**src/hdl/slt_pkg.sv**
```systemverilog
`default_nettype none

package slt_pkg;

  // Operation requested by an input transaction.
  typedef enum logic [1:0] {
    FUNC_INSERT = 2'd0,
    FUNC_ERASE  = 2'd1,
    FUNC_SEARCH = 2'd2,
    FUNC_NOP    = 2'd3
  } func_t;

  // Status returned with every result transaction.
  typedef enum logic [1:0] {
    STATUS_OK        = 2'd0,
    STATUS_FULL      = 2'd1,
    STATUS_NOT_FOUND = 2'd2,
    STATUS_RSVD      = 2'd3
  } status_t;

  localparam int unsigned OPERAND_WIDTH = 16;
  localparam int unsigned COUNT_WIDTH   = 5;

  // Command broadcast to every cell in the chain.
  typedef struct packed {
    logic ins;   // insert the key at its ordered place
    logic ers;   // remove the first entry that is not below the key
  } cell_ctl_t;

endpackage

`default_nettype wire

```
**src/hdl/slt_cell.sv**
```systemverilog
`default_nettype none

module slt_cell
  import slt_pkg::*;
#(
  parameter int unsigned VALUE_WIDTH = 16
) (
  input  wire logic                          clk,
  input  wire cell_ctl_t                     ctl,
  input  wire logic signed [VALUE_WIDTH-1:0] key,
  input  wire logic                          valid,
  input  wire logic signed [VALUE_WIDTH-1:0] left_entry,
  input  wire logic                          left_le,
  input  wire logic signed [VALUE_WIDTH-1:0] right_entry,
  output logic signed [VALUE_WIDTH-1:0]      entry,
  output logic                               le,
  output logic                               eq
);

  logic signed [VALUE_WIDTH-1:0] entry_r;
  logic signed [VALUE_WIDTH-1:0] entry_nxt;
  logic                          ge;

  assign entry = entry_r;
  assign le    = valid && (entry_r <= key);
  assign ge    = valid && (entry_r >= key);
  assign eq    = valid && (entry_r == key);

  // On insert the cell keeps its entry while it is not above the key; the first
  // cell past that point takes the key and the rest take their left neighbour.
  // On erase every cell from the first one not below the key takes its right
  // neighbour.
  always_comb begin
    entry_nxt = entry_r;
    if (ctl.ins && !le) begin
      entry_nxt = left_le ? key : left_entry;
    end else if (ctl.ers && ge) begin
      entry_nxt = right_entry;
    end
  end

  always_ff @(posedge clk) begin
    entry_r <= entry_nxt;
  end

endmodule

`default_nettype wire

```
**src/hdl/sorted_list_table.sv**
```systemverilog
// Channel  | Direction | Handshake          | Payload
// in_      | input     | in_valid/in_stall  | in_func, in_operand_value
// out_     | output    | out_valid/out_stall| out_status, out_found, out_entry_count
//
// Each input transaction is finished at the edge that accepts it: the cell chain
// compares and shifts there, and the result is held in the output register.
// The output register is the only stage, so a new transaction is taken every
// cycle while results are drained; in_stall follows out_stall when a result waits.
// rst_n is synchronous and active low; it empties the table and the output register.
// Stored entries are not cleared: an entry is only ever read below the entry count.

`default_nettype none

module sorted_list_table
  import slt_pkg::*;
#(
  parameter int unsigned CAPACITY    = 16,
  parameter int unsigned VALUE_WIDTH = 16
) (
  input  wire logic                     clk,
  input  wire logic                     rst_n,
  input  wire logic                     in_valid,
  output logic                          in_stall,
  input  wire logic [1:0]               in_func,
  input  wire logic signed [OPERAND_WIDTH-1:0] in_operand_value,
  output logic                          out_valid,
  input  wire logic                     out_stall,
  output logic [1:0]                    out_status,
  output logic                          out_found,
  output logic [COUNT_WIDTH-1:0]        out_entry_count
);

  localparam int unsigned OCC_WIDTH = $clog2(CAPACITY + 1);

  // Occupancy counter; cell i holds a valid entry when i is below it.
  logic [OCC_WIDTH-1:0] occ_r;
  logic [OCC_WIDTH-1:0] occ_nxt;

  // Output register.
  logic                   out_valid_r;
  logic                   out_valid_nxt;
  logic [1:0]             out_status_r;
  logic [1:0]             out_status_nxt;
  logic                   out_found_r;
  logic                   out_found_nxt;
  logic [COUNT_WIDTH-1:0] out_count_r;
  logic [COUNT_WIDTH-1:0] out_count_nxt;

  logic                          accept;
  func_t                         func;
  logic signed [VALUE_WIDTH-1:0] key;
  logic                          full;
  logic                          hit;
  cell_ctl_t                     ctl;
  logic [31:0]                   occ_wide;

  logic signed [VALUE_WIDTH-1:0] entry_v [CAPACITY];
  logic [CAPACITY-1:0]           valid_v;
  logic [CAPACITY-1:0]           le_v;
  logic [CAPACITY-1:0]           eq_v;

  assign in_stall = out_valid_r && out_stall;
  assign accept   = in_valid && !in_stall;
  assign func     = func_t'(in_func);
  // The size cast keeps the low bits, or sign-extends for a wider table.
  assign key      = VALUE_WIDTH'(in_operand_value);
  assign full     = (occ_r == OCC_WIDTH'(CAPACITY));
  // Only valid cells raise eq, so any match means the value is present.
  assign hit      = |eq_v;

  always_comb begin
    ctl.ins = accept && (func == FUNC_INSERT) && !full;
    ctl.ers = accept && (func == FUNC_ERASE) && hit;
  end

  // The chain of cells: each cell sees its neighbours' entries and the left
  // neighbour's ordering flag, and all of them update on the same edge.
  for (genvar i = 0; i < CAPACITY; i++) begin : g_cell
    logic signed [VALUE_WIDTH-1:0] left_entry;
    logic                          left_le;
    logic signed [VALUE_WIDTH-1:0] right_entry;

    assign valid_v[i] = (occ_r > OCC_WIDTH'(i));

    if (i == 0) begin : g_first
      // The head of the chain behaves as if a smaller entry sat to its left.
      assign left_entry = key;
      assign left_le    = 1'b1;
    end else begin : g_inner
      assign left_entry = entry_v[i-1];
      assign left_le    = le_v[i-1];
    end

    if (i == CAPACITY - 1) begin : g_last
      // Nothing shifts in from beyond the tail; the count drops that entry.
      assign right_entry = entry_v[i];
    end else begin : g_body
      assign right_entry = entry_v[i+1];
    end

    slt_cell #(
      .VALUE_WIDTH(VALUE_WIDTH)
    ) u_cell (
      .clk        (clk),
      .ctl        (ctl),
      .key        (key),
      .valid      (valid_v[i]),
      .left_entry (left_entry),
      .left_le    (left_le),
      .right_entry(right_entry),
      .entry      (entry_v[i]),
      .le         (le_v[i]),
      .eq         (eq_v[i])
    );
  end

  // Count and result for the transaction in hand.
  always_comb begin
    occ_nxt        = occ_r;
    out_status_nxt = STATUS_OK;
    out_found_nxt  = 1'b0;
    unique case (func)
      FUNC_INSERT: begin
        if (full) begin
          out_status_nxt = STATUS_FULL;
        end else begin
          occ_nxt = occ_r + OCC_WIDTH'(1);
        end
      end
      FUNC_ERASE: begin
        if (hit) begin
          occ_nxt       = occ_r - OCC_WIDTH'(1);
          out_found_nxt = 1'b1;
        end else begin
          out_status_nxt = STATUS_NOT_FOUND;
        end
      end
      FUNC_SEARCH: begin
        if (hit) begin
          out_found_nxt = 1'b1;
        end else begin
          out_status_nxt = STATUS_NOT_FOUND;
        end
      end
      FUNC_NOP: begin
        out_status_nxt = STATUS_OK;
      end
      default: begin
        out_status_nxt = STATUS_OK;
      end
    endcase
  end

  // The count field carries the occupancy modulo 32.
  assign occ_wide      = 32'(occ_nxt);
  assign out_count_nxt = occ_wide[COUNT_WIDTH-1:0];

  always_comb begin
    out_valid_nxt = out_valid_r;
    if (accept) begin
      out_valid_nxt = 1'b1;
    end else if (!out_stall) begin
      out_valid_nxt = 1'b0;
    end
  end

  always_ff @(posedge clk) begin
    if (!rst_n) begin
      occ_r       <= '0;
      out_valid_r <= 1'b0;
    end else begin
      out_valid_r <= out_valid_nxt;
      if (accept) begin
        occ_r <= occ_nxt;
      end
    end
  end

  always_ff @(posedge clk) begin
    if (accept) begin
      out_status_r <= out_status_nxt;
      out_found_r  <= out_found_nxt;
      out_count_r  <= out_count_nxt;
    end
  end

  assign out_valid       = out_valid_r;
  assign out_status      = out_status_r;
  assign out_found       = out_found_r;
  assign out_entry_count = out_count_r;

endmodule

`default_nettype wire

```
**config.mk**
```make
export PLATFORM = sky130hd
export DESIGN_NAME = sorted_list_table
export DESIGN_NICKNAME = d
export VERILOG_FILES = /design/src/hdl/slt_pkg.sv /design/src/hdl/slt_cell.sv /design/src/hdl/sorted_list_table.sv
export SDC_FILE = /design/constraint.sdc
export NUM_CORES = 1
export LEC_CHECK = 0
export BUFFER_PORTS_ARGS = -buffer_cell sky130_fd_sc_hd__buf_2
export CAP_MARGIN = 20
export CELL_PAD_IN_SITES_DETAIL_PLACEMENT = 1
export CELL_PAD_IN_SITES_GLOBAL_PLACEMENT = 2
export CORE_MARGIN = 1.5
export CORE_UTILIZATION = 39
export CTS_CLUSTER_DIAMETER = 50
export CTS_CLUSTER_SIZE = 16
export DETAILED_ROUTE_END_ITERATION = 8
export MAX_ROUTING_LAYER = met4
export PLACE_DENSITY = 0.76
export SLEW_MARGIN = 40
export SYNTH_ARGS = -nofsm -noshare
export SYNTH_HDL_FRONTEND = slang
export SYNTH_SLANG_ARGS = --single-unit
```
**constraint.sdc**
```tcl
create_clock -name clk -period 3.7 [get_ports clk]
set_clock_uncertainty 0.15 [all_clocks]
set_input_delay 0.185 -clock clk [delete_from_list [all_inputs] [get_ports clk]]
set_output_delay 0.185 -clock clk [all_outputs]
set_load 0.02 [all_outputs]
```
==> run_results.csv, run 1 <==
group,metric,value,unit
outcome,status,"finished clean",
finish,design_area,0.0253,mm^2
routing,avgViaCountPerCell,6.07,
placement,gp_congestion,0.969,
logic_synthesis,synth_top_flop_cell,"edfxtp_1",
routing,met2WireLength,40400,um
worst_setup_path,r2r_cells,11,
logic_synthesis,netlist-cell-type-count,80,
placement,dp.cells,2881,
worst_setup_path,max_stage_delay,0.51,ns
grt,antenna_found_initial,2,
clock_network,cts_tree,"built",
die,design.core.area,0.0515,mm^2
finish,drive_gt1_share,24.4,%
grt,grt_max_degree,48,
grt,grt_pass1_wl,125000,um
clock_network,cts_buffers,46,
sta,finalCritPeriodShare,98.6,%
routing,wirelength,84500,um
routing,top_layer,"met4",
routing,m1WireLength,35100,um
power,leakagePower,10.8,nW
hold_path,hold_start,"in_func[0]",
routing,drc,0,
finish,synthToLayoutAreaGrowth,24.1,%
power,ir_drop,0.000315,V
routing,drt-pass1-iter-count,5,
die,ios,32,
hold_path,hold_depth,4,
routing,dr_total_vias,18126,
sta,period_minus_slack,3.65,ns
routing,wl_per_cell,28.3,um
grt,grt-ovfl-total,0,
logic_synthesis,syn-num-nets,2286,
placement,io_buffers,31,
grt,grt_util_all_layers,32.4,%
finish,final_cells,2986,
clock_network,clock_latency,0.59,ns
worst_setup_path,arrival,3.85,ns
worst_setup_path,reg2reg_setup_slack,0.05,ns
routing,ant_nets,0,
clock_network,clk_pin_slew,0.05,ns
worst_setup_path,slowest_stage,"edfxtp_1",
sta,setup_viol,0,
logic_synthesis,synth.area.top_cells,"edfxtp_1, ha_1, mux2i_1",
worst_setup_path,path_common_cell,"buf_4",
placement,preCtsSetupSlack,-0.487,ns
clock_network,cts_root_buffer,"clkbuf_16",
sta,slew_headroom,50.6,%
logic_synthesis,syn_area_per_cell,10.2,um^2
clock_network,clock_path_buffers,3,
worst_setup_path,path_delay_family,"compound AO/OA/AOI/OAI gates",
logic_synthesis,syn_area,0.0204,mm^2
logic_synthesis,syn_inst,1999,
hold_path,hold_end,"out_found",
power,power.total,9.59,mW
logic_synthesis,synth.most_common_cell,"ha_1",
finish,utilization,49.1,%
clock_network,clock_sink_count,270,
sta,tightest_slew,0.740,ns
sta,fin_ws,0.0500,ns
logic_synthesis,synth_seq_cells,270,
sta,fmax,0.274,GHz
power,power_density,379,mW/mm^2
worst_setup_path,critPathLaunchType,"register",
job,maxCapViolCount,0,
worst_setup_path,cp_max_fo,16,
die,die-width,232,um
logic_synthesis,synth_top_area_cell,"edfxtp_1",
worst_setup_path,path_buf_inv,3,
routing,wl_met3,4600,um
routing,first_iter_violations,1382,
sta,hold_viol,0,
logic_synthesis,synthTopCellsByCount,"ha_1, edfxtp_1, a21oi_1",
worst_setup_path,cp.required,3.90,ns
hold_path,hold_path_class,"in -> reg",
sta,timing.hold.ws,0.0133,ns
logic_synthesis,ys_warn_count,0,
logic_synthesis,seq_area_frac_synth,39.5,%
worst_setup_path,crit_path_end_kind,"register",
die,rows,83,
worst_setup_path,critPathKind,"reg -> reg",
worst_setup_path,crit_path_cell_trace,"ha_1, nand4_1, nor4_1, a22o_1, a2111o_1, buf_4, o311ai_0, buf_4, o211ai_1, a21boi_2, buf_12",
die,start_util,39.6,%
worst_setup_path,r2r-start,"g_cell[3].u_cell.entry[15]",
logic_synthesis,synth-edff-count,264,
worst_setup_path,reg2reg_to,"g_cell[10].u_cell.entry[1]",
logic_synthesis,synth_top_area_share,38.9,%
placement,hpwlAfterDp,64600,um
clock_network,htreeDepth,2,
die,die_y,232,um
sta,fin_tns_setup,0,ns
die,design.die.area,0.0537,mm^2
sta,drv_slew,0,
finish,final_nets,2551,
logic_synthesis,synth_async_sr_flop_share,0,%
placement,dpl_cell_area,0.0235,mm^2
grt,grt_pass1_vias,19355,
what timing repair did:
| action | CTS | global route |
|---|---|---|
| pin swaps | 1 | 5 |
| hold buffers | 3 | 0 |
| endpoints found under the setup margin | 216 | 226 |
| buffers inserted | 1 | 9 |
| hold endpoints to repair | 6 | 0 |
| gates resized for setup | 3 | 19 |
| gates cloned | 0 | 2 |
cell families (layout without fill, tap and decap cells):
kind of cell,after synthesis,in the layout,synth area share (%)
XOR/XNOR,3,3,0.129
AND/OR/NAND/NOR,466,466,11.1
multiplexers,263,263,13.6
adder cells (fa/ha/maj),265,265,16.3
other,0,4,0
buffers and inverters,157,460,3.17
flip-flops,270,270,39.5
AO/OA/AOI/OAI,575,575,16.3
flip-flops by register name (all words and copies together) (netlist names):
| register | flops |
|---|---|
| out_status | 2 |
| out_entry_count | 5 |
| g_cell.u_cell.entry | 256 |
| out_valid | 1 |
| out_found | 1 |
| occ_r | 5 |
where the power goes:
group          switching (mW)  internal, mW  total (mW)
registers              0.0888          3.48        3.57
clock network            1.74          2.71        4.45
logic                   0.938         0.624        1.56
worst register-to-register path, stage by stage (launching register included):
cell      delay [ns]
edfxtp_1        0.51
ha_1            0.36
nand4_1         0.22
nor4_1          0.10
a22o_1          0.28
a2111o_1        0.46
buf_4           0.18
o311ai_0        0.44
buf_4           0.25
o211ai_1        0.10
a21boi_2        0.18
buf_12          0.18
routing by layer:
layer / up-vias / GRT usage [%]
li1: 8179 / -
met1: 9101 / 38.8
met2: 621 / 53.4
met3: 225 / 4.56
met4: 0 / 15.8
met5: - / -
worst max-delay path by stage:
stage | start | endpoint | cells past startpoint | slack [ns]
after detailed placement | in_operand_value[15] | g_cell[13].u_cell.entry[0] | 15 | -0.49
after global routing | g_cell[7].u_cell.entry[5] | g_cell[13].u_cell.entry[7] | 14 | -0.006
final | g_cell[3].u_cell.entry[15] | g_cell[10].u_cell.entry[1] | 11 | 0.05
after global placement | in_operand_value[15] | g_cell[13].u_cell.entry[0] | 15 | -0.37
after CTS | g_cell[7].u_cell.entry[5] | g_cell[12].u_cell.entry[14] | 13 | 0.02
after floorplan | in_operand_value[1] | g_cell[2].u_cell.entry[0] | 12 | 0.03
placed cells by master, fill, tap and decap left out, types with 26 or more instances in the layout:
cell type / n
buf_2: 31
ha_1: 261
nor2b_1: 26
buf_4: 253
nand4_1: 63
nor2_1: 116
a21oi_1: 224
mux2_2: 107
clkbuf_16: 51
nand2_1: 157
inv_1: 53
buf_12: 27
o21ai_0: 170
edfxtp_1: 264
a21o_1: 43
mux2i_1: 156
final cells by class:
cell class	instances	area, um^2
diodes	4	10.0
clock buffers	53	1270
clock inverters	33	320
fillers	5645	26200
inverters	56	210
multi-input cells	1572	11900
flip-flops and latches	270	8050
well taps	680	851
repair buffers	318	2700
Power figures use the tool's default switching activity.
==> run 2, diff against run 1 <==
--- a/config.mk
+++ b/config.mk
@@ -10,13 +10,15 @@
 export CELL_PAD_IN_SITES_DETAIL_PLACEMENT = 1
 export CELL_PAD_IN_SITES_GLOBAL_PLACEMENT = 2
 export CORE_MARGIN = 1.5
-export CORE_UTILIZATION = 39
+export CORE_UTILIZATION = 41
 export CTS_CLUSTER_DIAMETER = 50
 export CTS_CLUSTER_SIZE = 16
 export DETAILED_ROUTE_END_ITERATION = 8
+export GPL_TIMING_DRIVEN = 0
 export MAX_ROUTING_LAYER = met4
-export PLACE_DENSITY = 0.76
+export PLACE_DENSITY_LB_ADDON = 0.2
 export SLEW_MARGIN = 40
 export SYNTH_ARGS = -nofsm -noshare
 export SYNTH_HDL_FRONTEND = slang
+export SYNTH_HIERARCHICAL = 1
 export SYNTH_SLANG_ARGS = --single-unit
==> run 2 against run 1 <==
Net effect: die area grew 12%; utilization grew 2.1 points; worst setup slack gained 0.0091 ns; via count shrank 3.8%; sequential power is essentially flat; final cell count grew 5.2%; global-route usage shrank 7.4 points; first-iteration DRC count shrank 47%; synthesized cell count grew 3.7%; critical endpoint is now g_cell[4].u_cell/entry[2]; sequential cell count is the same; wire length shrank 12%.
==> run_results.csv, run 2 <==
group,metric,value,unit
finish,layout_commonest_cell,"mux2_2",
clock_network,cts_root_buffer,"clkbuf_16",
sta,drv_slew,0,
grt,antenna_found_initial,0,
routing,drc,0,
placement,preCtsSetupSlack,-1.18,ns
logic_synthesis,ys_warn_count,6,
placement,gp_congestion,0.848,
sta,fmax,0.275,GHz
power,pwr-share-comb,20.4,%
finish,design_area,0.0296,mm^2
die,rows,88,
clock_network,cts_buffers,46,
finish,largest_register_ffs,256,
grt,grt_pass1_wl,111000,um
worst_setup_path,path_common_cell,"nand4_1",
clock_network,cts_tree,"built",
die,design.core.area,0.0578,mm^2
power,ir_drop,0.000382,V
sta,slew_headroom,45.6,%
clock_network,htreeDepth,2,
die,die-width,245,um
worst_setup_path,max_stage_delay,0.54,ns
finish,drive_gt1_share,45.2,%
routing,first_iter_violations,737,
finish,final_cells,3141,
sta,finalCritPeriodShare,98.4,%
routing,ant_nets,0,
die,ios,32,
sta,hold_viol,0,
sta,tightest_slew,0.816,ns
worst_setup_path,critPathLaunchType,"register",
finish,final_nets,2626,
finish,final_cell_mix,"mux2_2, inv_1, edfxtp_1",
worst_setup_path,critPathKind,"reg -> reg",
sta,fin_ws,0.0592,ns
clock_network,clock_path_buffers,3,
clock_network,clk_pin_slew,0.06,ns
logic_synthesis,syn_area_per_cell,11.6,um^2
grt,grt_pass1_vias,18358,
grt,grt_max_degree,34,
placement,dp.cells,2875,
power,clkPwrFrac,43.7,%
routing,wirelength,74200,um
die,die_y,245,um
grt,grt_util_all_layers,25.0,%
outcome,status,"finished clean",
clock_network,clock_sink_count,270,
finish,fillerInstances,6036,
power,p_int,7.17,mW
logic_synthesis,syn_inst,2073,
worst_setup_path,cp.required,3.89,ns
placement,dpl_cell_area,0.0255,mm^2
clock_network,clock_latency,0.58,ns
placement,hpwlAfterDp,53600,um
hold_path,hold_path_class,"in -> reg",
worst_setup_path,crit_path_cell_trace,"ha_1, nand4_1, nor4_4, nand4_1, inv_1, or4_4, o41ai_4, nor2_4, buf_6, buf_4, o21ai_4, a32oi_4, clkbuf_16",
routing,drt-pass1-iter-count,4,
worst_setup_path,arrival,3.83,ns
routing,wl_per_cell,23.6,um
grt,grt-ovfl-total,0,
power,seqPwrFrac,35.9,%
logic_synthesis,syn_area,0.0240,mm^2
finish,antenna_cells,0,
power,p_switching,2.86,mW
die,design.die.area,0.0600,mm^2
placement,io_buffers,31,
power,switching_share,28.6,%
job,maxCapViolCount,0,
routing,dr_total_vias,17444,
sta,fin_tns_setup,0,ns
worst_setup_path,slowest_stage,"or4_4",
sta,period_minus_slack,3.64,ns
finish,synthToLayoutAreaGrowth,23.4,%
power,leakagePower,12.9,nW
die,start_util,41.5,%
power,power_density,339,mW/mm^2
routing,avgViaCountPerCell,5.55,
sta,setup_viol,0,
logic_synthesis,syn-num-nets,2360,
worst_setup_path,cp_max_fo,8,
worst_setup_path,crit_path_end_kind,"register",
-- run 2: cell types whose count changed in the layout (fill, tap and decap cells not counted), moves of 28 or more --
cell | before | now
nor2_1 | 116 | 54
mux2_4 | 0 | 176
mux2_2 | 107 | 368
o21ai_0 | 170 | 9
mux2i_1 | 156 | 15
inv_1 | 53 | 289
a21o_1 | 43 | 15
nand2_1 | 157 | 93
a21oi_1 | 224 | 102
ha_4 | 3 | 34
ha_1 | 261 | 225
nand3_1 | 16 | 49
buf_4 | 253 | 181
-- run 2: cell type report --
type | count | area [um^2] | share of cell area (%)
Multi-Input combinational cell | 1453 | 15400 | 52.0
Buffer | 39 | 500 | 1.69
Timing Repair Buffer | 234 | 2020 | 6.84
Sequential cell | 270 | 8060 | 27.2
Tap cell | 765 | 957 | 3.23
Inverter | 295 | 1120 | 3.77
Clock buffer | 56 | 1230 | 4.15
Clock inverter | 29 | 328 | 1.11
-- run 2: power by group through the flow --
stage | registers [mW] | logic [mW] | clock network [mW]
after floorplan | 3.61 | 1.34 | 0
after global placement | 3.66 | 1.73 | 0
after detailed placement | 3.66 | 1.82 | 0
after CTS | 3.60 | 1.91 | 4.50
after global routing | 3.61 | 2.22 | 4.60
final | 3.60 | 2.05 | 4.39
-- run 2: metrics by stage --
step / utilization (%) / hold WS, ns / power [mW]
floorplan: - / 0.153 / 4.95
global placement: 44.0 / 0.256 / 5.40
detailed placement: 44.2 / 0.265 / 5.49
CTS: 48.5 / 0.0854 / 10.0
global route: 51.2 / 0.182 / 10.4
finish: 51.2 / 0.191 / 10.0
-- run 2: critical path: cells and delay by family, from the launching register on --
family | cells | cell delay, ns
AND/OR/NAND/NOR | 5 | 1.07
buffers and inverters | 4 | 0.57
AO/OA/AOI/OAI | 3 | 0.74
flip-flops | 1 | 0.48
adder cells (fa/ha/maj) | 1 | 0.35
-- run 2: timing repair --
| action | in CTS | in global routing |
|---|---|---|
| endpoints found under the hold margin | 9 | 0 |
| setup buffers | 59 | 131 |
| endpoints found under the setup margin | 442 | 403 |
| pin swaps | 44 | 38 |
| gates cloned | 2 | 1 |
| resized for setup | 110 | 96 |
| hold buffers | 6 | 0 |
-- run 2: per-layer routing --
| metal | part of all wire [%] | GRT usage (%) |
|---|---|---|
| met3 | 2.7 | 2.67 |
| met1 | 44 | 30.8 |
| met2 | 51 | 44.1 |
| met5 | 0 | - |
| met4 | 2.0 | 5.52 |
-- run 2: final timing paths --
kind / to / startpoint / slack, ns / depth (start not counted)
worst max-delay path: g_cell[4].u_cell/entry[2] / g_cell[6].u_cell/entry[7] / 0.06 / 13
worst min-delay path: occ_r[1] / out_stall / 0.19 / 4
worst max register to register: g_cell[4].u_cell/entry[2] / g_cell[6].u_cell/entry[7] / 0.06 / 13
worst min register to register: g_cell[6].u_cell/entry[0] / g_cell[7].u_cell/entry[0] / 0.48 / 1
